### src/hdl/miad_pkg.sv
`timescale 1ns / 1ps

package miad_pkg;

	// Lanes the block is built for, and the lanes that reach the fields
	localparam int NUM_INPUTS = 8;
	localparam int FIELD_W    = 8;
	localparam int LANES      = (NUM_INPUTS < FIELD_W) ? NUM_INPUTS : FIELD_W;

	// Field and register widths
	localparam int PERIOD_W = 16;
	localparam int MS_W     = 16;
	localparam int ACT_W    = 4;
	localparam int CFG_W    = 16;
	localparam int IDX_W    = 2;

	// Thresholds are ms * 1000, at most 65535000, which fits in 26 bits.
	// A counter never passes threshold + one period, so it fits in 26 bits too.
	localparam int US_PER_MS = 1000;
	localparam int THR_W     = 26;
	localparam int CNT_W     = 26;

	// Configuration register indexes
	typedef enum logic [IDX_W-1:0] {
		REG_DEBOUNCE_HIGH_MS = 2'd0,
		REG_DEBOUNCE_LOW_MS  = 2'd1,
		REG_ACTIVE_INPUTS    = 2'd2
	} reg_idx_t;

	// Decoded configuration shared by every lane
	typedef struct packed {
		logic [THR_W-1:0] thr_hi;
		logic [THR_W-1:0] thr_lo;
		logic [ACT_W-1:0] active_inputs;
	} cfg_t;

	// Next level and edge flags of one lane for the current tick
	typedef struct packed {
		logic level;
		logic rise;
		logic fall;
	} lane_res_t;

endpackage

### src/hdl/miad_cfg.sv
`timescale 1ns / 1ps

module miad_cfg
	import miad_pkg::*;
(
	input  logic             clk,
	input  logic             arst_n,
	input  logic             cfg_we,
	input  logic [IDX_W-1:0] cfg_index,
	input  logic [CFG_W-1:0] cfg_wdata,
	output cfg_t             cfg
);

	logic [THR_W-1:0] thr_hi_q;
	logic [THR_W-1:0] thr_lo_q;
	logic [ACT_W-1:0] active_q;
	logic [THR_W-1:0] thr_wr;

	// Threshold in microseconds, converted once at write time
	assign thr_wr = THR_W'(cfg_wdata[MS_W-1:0]) * THR_W'(US_PER_MS);

	// Register file; unknown indexes are ignored
	always_ff @(posedge clk or negedge arst_n) begin
		if (!arst_n) begin
			thr_hi_q <= '0;
			thr_lo_q <= '0;
			active_q <= '0;
		end else if (cfg_we) begin
			unique case (cfg_index)
				REG_DEBOUNCE_HIGH_MS: thr_hi_q <= thr_wr;
				REG_DEBOUNCE_LOW_MS:  thr_lo_q <= thr_wr;
				REG_ACTIVE_INPUTS:    active_q <= cfg_wdata[ACT_W-1:0];
				default: ;
			endcase
		end
	end

	assign cfg.thr_hi        = thr_hi_q;
	assign cfg.thr_lo        = thr_lo_q;
	assign cfg.active_inputs = active_q;

endmodule

### src/hdl/miad_lane.sv
`timescale 1ns / 1ps

module miad_lane
	import miad_pkg::*;
(
	input  logic                clk,
	input  logic                arst_n,
	input  logic                upd,
	input  logic                act,
	input  logic                raw,
	input  logic [PERIOD_W-1:0] period,
	input  cfg_t                cfg,
	output lane_res_t           res
);

	logic             lvl_q;
	logic [CNT_W-1:0] rise_q;
	logic [CNT_W-1:0] fall_q;

	logic             lvl_d;
	logic [CNT_W-1:0] rise_d;
	logic [CNT_W-1:0] fall_d;
	logic [CNT_W:0]   rise_sum;
	logic [CNT_W:0]   fall_sum;
	logic [CNT_W-1:0] rise_sat;
	logic [CNT_W-1:0] fall_sat;
	logic             rise_flag;
	logic             fall_flag;

	// Saturating accumulate of the tick period
	assign rise_sum = {1'b0, rise_q} + (CNT_W+1)'(period);
	assign fall_sum = {1'b0, fall_q} + (CNT_W+1)'(period);
	assign rise_sat = rise_sum[CNT_W] ? '1 : rise_sum[CNT_W-1:0];
	assign fall_sat = fall_sum[CNT_W] ? '1 : fall_sum[CNT_W-1:0];

	// Next state of the lane for this tick
	always_comb begin
		lvl_d     = lvl_q;
		rise_d    = rise_q;
		fall_d    = fall_q;
		rise_flag = 1'b0;
		fall_flag = 1'b0;
		if (act) begin
			if (raw && !lvl_q) begin
				rise_d = rise_sat;
				if (rise_sat >= cfg.thr_hi) begin
					fall_d    = '0;
					lvl_d     = 1'b1;
					rise_flag = 1'b1;
				end
			end else if (!raw && lvl_q) begin
				fall_d = fall_sat;
				if (fall_sat >= cfg.thr_lo) begin
					rise_d    = '0;
					lvl_d     = 1'b0;
					fall_flag = 1'b1;
				end
			end else begin
				rise_d = '0;
				fall_d = '0;
			end
		end
	end

	// Lane state commits when the tick moves to the result register
	always_ff @(posedge clk or negedge arst_n) begin
		if (!arst_n) begin
			lvl_q  <= 1'b0;
			rise_q <= '0;
			fall_q <= '0;
		end else if (upd) begin
			lvl_q  <= lvl_d;
			rise_q <= rise_d;
			fall_q <= fall_d;
		end
	end

	assign res.level = lvl_d;
	assign res.rise  = rise_flag;
	assign res.fall  = fall_flag;

endmodule

### src/hdl/multi_input_asymmetric_debouncer_unit.sv
`timescale 1ns / 1ps

// Debounces up to eight switch inputs against a shared pair of rise and fall
// times given in milliseconds. Each request is one timer tick carrying the
// microseconds since the last tick and the raw pin levels; each produces
// exactly one result with the filtered levels and the edges seen on that tick.
// A request passes the input register, then the result register. A new tick is
// taken every cycle unless a full result register is held by a low out_ready; every
// lane updates its counters with one add and compare per cycle. Thresholds are
// converted to microseconds when written, so configuration takes effect next cycle.
module multi_input_asymmetric_debouncer_unit
	import miad_pkg::*;
(
	input  logic                clk,
	input  logic                arst_n,
	input  logic                cfg_we,
	input  logic [IDX_W-1:0]    cfg_index,
	input  logic [CFG_W-1:0]    cfg_wdata,
	input  logic                in_valid,
	output logic                in_ready,
	input  logic [PERIOD_W-1:0] tick_us,
	input  logic [FIELD_W-1:0]  raw_levels,
	output logic                out_valid,
	input  logic                out_ready,
	output logic [FIELD_W-1:0]  filtered_levels,
	output logic [FIELD_W-1:0]  rising_edges,
	output logic [FIELD_W-1:0]  falling_edges
);

	cfg_t cfg;

	logic                valid_s1;
	logic [PERIOD_W-1:0] period_s1;
	logic [FIELD_W-1:0]  raw_s1;
	logic                adv_s1;

	logic                valid_s2;
	logic [FIELD_W-1:0]  filtered_s2;
	logic [FIELD_W-1:0]  rise_s2;
	logic [FIELD_W-1:0]  fall_s2;

	logic [LANES-1:0]    lane_act;
	lane_res_t           lane_res [LANES];
	logic [FIELD_W-1:0]  filt_nxt;
	logic [FIELD_W-1:0]  rise_nxt;
	logic [FIELD_W-1:0]  fall_nxt;

	miad_cfg u_cfg (
		.clk       (clk),
		.arst_n    (arst_n),
		.cfg_we    (cfg_we),
		.cfg_index (cfg_index),
		.cfg_wdata (cfg_wdata),
		.cfg       (cfg)
	);

	// Handshake: stage 1 moves on when the result register is free or drains
	assign adv_s1   = valid_s1 && (!valid_s2 || out_ready);
	assign in_ready = !valid_s1 || adv_s1;

	// Input register
	always_ff @(posedge clk or negedge arst_n) begin
		if (!arst_n) begin
			valid_s1 <= 1'b0;
		end else if (in_valid && in_ready) begin
			valid_s1 <= 1'b1;
		end else if (adv_s1) begin
			valid_s1 <= 1'b0;
		end
	end

	always_ff @(posedge clk) begin
		if (in_valid && in_ready) begin
			period_s1 <= tick_us;
			raw_s1    <= raw_levels;
		end
	end

	// One cell per lane
	for (genvar i = 0; i < LANES; i++) begin : g_lane
		assign lane_act[i] = (cfg.active_inputs > ACT_W'(i));

		miad_lane u_lane (
			.clk    (clk),
			.arst_n (arst_n),
			.upd    (adv_s1),
			.act    (lane_act[i]),
			.raw    (raw_s1[i]),
			.period (period_s1),
			.cfg    (cfg),
			.res    (lane_res[i])
		);
	end

	// Gather lane results; lanes with no cell read as low
	always_comb begin
		filt_nxt = '0;
		rise_nxt = '0;
		fall_nxt = '0;
		for (int i = 0; i < LANES; i++) begin
			filt_nxt[i] = lane_res[i].level;
			rise_nxt[i] = lane_res[i].rise;
			fall_nxt[i] = lane_res[i].fall;
		end
	end

	// Result register
	always_ff @(posedge clk or negedge arst_n) begin
		if (!arst_n) begin
			valid_s2 <= 1'b0;
		end else if (adv_s1) begin
			valid_s2 <= 1'b1;
		end else if (out_ready) begin
			valid_s2 <= 1'b0;
		end
	end

	always_ff @(posedge clk) begin
		if (adv_s1) begin
			filtered_s2 <= filt_nxt;
			rise_s2     <= rise_nxt;
			fall_s2     <= fall_nxt;
		end
	end

	assign out_valid       = valid_s2;
	assign filtered_levels = filtered_s2;
	assign rising_edges    = rise_s2;
	assign falling_edges   = fall_s2;

endmodule

### config.mk
export PLATFORM = sky130hd
export DESIGN_NAME = multi_input_asymmetric_debouncer_unit
export DESIGN_NICKNAME = d
export VERILOG_FILES = /design/src/hdl/miad_pkg.sv /design/src/hdl/miad_cfg.sv /design/src/hdl/miad_lane.sv /design/src/hdl/multi_input_asymmetric_debouncer_unit.sv
export SDC_FILE = /design/constraint.sdc
export NUM_CORES = 2
export LEC_CHECK = 0
export CAP_MARGIN = 20
export CORE_MARGIN = 8
export CORE_UTILIZATION = 60
export CTS_CLUSTER_DIAMETER = 150
export DETAILED_ROUTE_END_ITERATION = 8
export DONT_BUFFER_PORTS = 1
export GPL_TIMING_DRIVEN = 1
export PLACE_DENSITY = 0.76
export SETUP_SLACK_MARGIN = 0.05
export SYNTH_ARGS = -nofsm -noshare
export SYNTH_HDL_FRONTEND = slang
export SYNTH_SLANG_ARGS = --single-unit
### constraint.sdc
create_clock -name clk -period 6.1 [get_ports clk]
set_clock_uncertainty 0.05 [all_clocks]
set_input_delay 0.61 -clock clk [delete_from_list [all_inputs] [get_ports clk]]
set_output_delay 0.61 -clock clk [all_outputs]
set_load 0.01 [all_outputs]
==> out/results.ini <==
[timing]
max_freq_ghz = 0.174
timing.final.crit_share_pct = 94.0
min_period_ps = 5730
setup_viol_count_final = 0
finalHoldViolations = 292
slew_viol_final = 239
tightest_slew_ps = 2010
rsz0062_at_grt = no
relSlewSlack_pct = -34.0
timing.setup.tns_ps = 0
hold_ws_ps = -351

[route]
dr.pass1.iters = 6
antenna_left = 0
wl_per_cell_um = 23.2
totalWireLength_mm = 154
drt_iter0_drc = 4371
vias = 44100
drc = 0
via_per_inst = 6.62

[worst_setup_path]
reg2regPathDepth = 21
worstPathRequired_ps = 6590
worstPathMaxFanout = 45
r2r-start = period_s1[0]
path_class = reg2reg
r2r-end = g_lane[2].u_lane.fall_q[25]
start_kind = register
reg2reg_setup_slack_ps = 370
end_kind = register
cp.arrival_ps = 6220

[global_routing]
grt_antenna_before_repair = 5
grt.overflow.total = 0
grt_pass1_vias = 42300
grt_start_max_net_pins = 477
track_usage_pct = 33.4
grt_pass1_wl_mm = 238

[placement]
io_buffers = 0
dpl.hpwl_mm = 108
gp_congestion = 0.981

[pwr]
vdd_drop_max_mv = 0.278
power_density_nw_per_um2 = 411
p_leak_uw = 0.0258

[synth]
syn_area_per_cell_um2 = 8.82
synth_seq_cells = 524
synth.top_cell.area_share_pct = 24.7
synth-edff-count = 48
synth_ff_type = dfrtp_1
syn_area_um2 = 48200
synth_area_leader_cell = dfrtp_1
synth.area.top_cells = dfrtp_1 25%, ha_1 18%, nand2_1 5.0%, a21o_1 3.8%, a21oi_1 3.8%
syn_nets = 6252
netlist_instances = 5458
synth_seq_area_share_pct = 27.7
ys_types = 110
ys_async_sr_fraction_pct = 90.8
synth_warnings = 0

[cts]
cts_max_level = 2
clk_path_buf_depth = 3
path_clk_slew_ps = 60
clock-sinks = 524
root_buffer = clkbuf_16
cts-buffers-inserted = 61
worst_skew_pair.late_latency_ps = 660
cts_tree = yes
cts-hold-fix-buffers = 24

[outcome]
status = finished with violations
violations = negative hold slack, max-slew violations

[floorplan]
fp-row-count = 104
initial_core_util_pct = 60.2
top_level_ports = 73
die_h_um = 299
die_width_um = 299
die-area_um2 = 89600
core_um2 = 80000

[finish]
final_nets = 6328
final_common_cell = ha_1
fin_util_pct = 65.8
drive_above_1_share_pct = 7.71
layout_common_cells = 677 x ha_1, 646 x nand2_1, 476 x dfrtp_1
syn2layout_area_growth_pct = 9.38

[hold_path]
min_path_type = in2async

[job]
drv_cap = 0

[final cells by class]
class / instances / area (µm²)
multi-input cells: 4586 / 33400
fillers: 6596 / 27400
flip-flops and latches: 524 / 13400
clock buffers: 71 / 1630
repair buffers: 160 / 1550
well taps: 1060 / 1330
inverters: 201 / 754
clock inverters: 45 / 604
diodes: 6 / 15.0
[repair_timing]
action                                  CTS  global route
endpoints found under the setup margin    0           117
gates resized for setup                   0            11
buffers inserted                          0             5
hold endpoints to repair                500           476
[state kept, by name, indices dropped and copies added, names as in the netlist]
signal / count
falling_edges: 8
u_cfg.thr_hi_q: 23
g_lane.u_lane.rise_q: 208
u_cfg.active_q: 4
g_lane.u_lane.lvl_q: 8
g_lane.u_lane.fall_q: 208
raw_s1: 8
filtered_levels: 8
out_valid: 1
period_s1: 16
rising_edges: 8
valid_s1: 1
u_cfg.thr_lo_q: 23
[worst max-delay path by stage]
stage                     slack, ps                           to  depth (start not counted)          from
after floorplan                 420  g_lane[2].u_lane.fall_q[10]                         20  period_s1[1]
final                           370  g_lane[2].u_lane.fall_q[25]                         21  period_s1[0]
after global routing            100  g_lane[2].u_lane.fall_q[25]                         21  period_s1[0]
after global placement          270  g_lane[6].u_lane.fall_q[19]                         20  period_s1[0]
after detailed placement        140  g_lane[6].u_lane.fall_q[19]                         20  period_s1[0]
after CTS                        80  g_lane[6].u_lane.fall_q[19]                         20  period_s1[0]
[cell families (layout without fill, tap and decap cells)]
logic type / after synthesis / after routing / share of synthesized area, %
AO/OA/AOI/OAI: 1767 / 1767 / 25.1
AND/OR/NAND/NOR: 1739 / 1739 / 17.3
adder cells (fa/ha/maj): 747 / 747 / 20.5
flip-flops: 524 / 524 / 27.7
buffers and inverters: 348 / 477 / 2.96
XOR/XNOR: 265 / 265 / 4.82
multiplexers: 68 / 68 / 1.57
other: 0 / 6 / 0
[Yosys cell counts (35+ instances only)]
| cell | n |
|---|---|
| ha_1 | 677 |
| nand2_1 | 647 |
| dfrtp_1 | 476 |
| a21oi_1 | 363 |
| o21ai_0 | 362 |
| nor2_1 | 326 |
| a21o_1 | 242 |
| inv_1 | 199 |
| a22o_1 | 186 |
| xnor2_1 | 141 |
| nand3_1 | 140 |
| xor2_1 | 124 |
| nand4_1 | 118 |
| o21a_1 | 106 |
| nor3_1 | 96 |
| clkbuf_1 | 93 |
| and3_1 | 73 |
| a31oi_1 | 71 |
| fa_1 | 70 |
| a211oi_1 | 64 |
| mux2_2 | 60 |
| nand2b_1 | 57 |
| nor2b_1 | 56 |
| edfxtp_1 | 48 |
| nor3b_1 | 45 |
| and2_1 | 42 |
| buf_2 | 37 |
| or2_2 | 36 |
| o21bai_1 | 35 |
[power by group]
group	internal (µW)	total, µW	switching [µW]
logic	5100	12800	7680
clock network	2500	4160	1670
registers	4210	4720	513
total	11800	21700	9860
[layer usage]
layer	wire length, µm	part of all wire, %	GRT usage [%]
met3	15600	10	7.56
met5	47	0.030	0
met4	11100	7.2	20.5
met1	61900	40	42.9
met2	65800	43	51.0
[critical path, stage by stage, from the launching register on]
cell and delay, ps:
edfxtp_1 490, buf_4 280, ha_1 280, fa_1 450
a211oi_2 240, o211ai_1 160, a41o_1 310, o2bb2ai_1 230
o21a_1 260, nand2_1 240, nand2_1 120, ha_1 310
a21o_1 180, a21o_1 160, a221o_1 340, a221oi_1 290
o21ai_0 210, a211oi_2 310, a21o_1 210, buf_12 200
nor3_1 70, o22a_1 190
[metrics by stage]
stage	setup WS [ps]	instances	cell area [µm²]	total power (µW)
final	368	6653	52700	21700
after global routing	101	6647	52700	23200
after CTS	80.8	6637	52500	21300
after detailed placement	143	6497	50000	17000
after global placement	273	6497	50000	16600
after floorplan	416	5458	48200	13500
(Power assumes the default switching activity.)
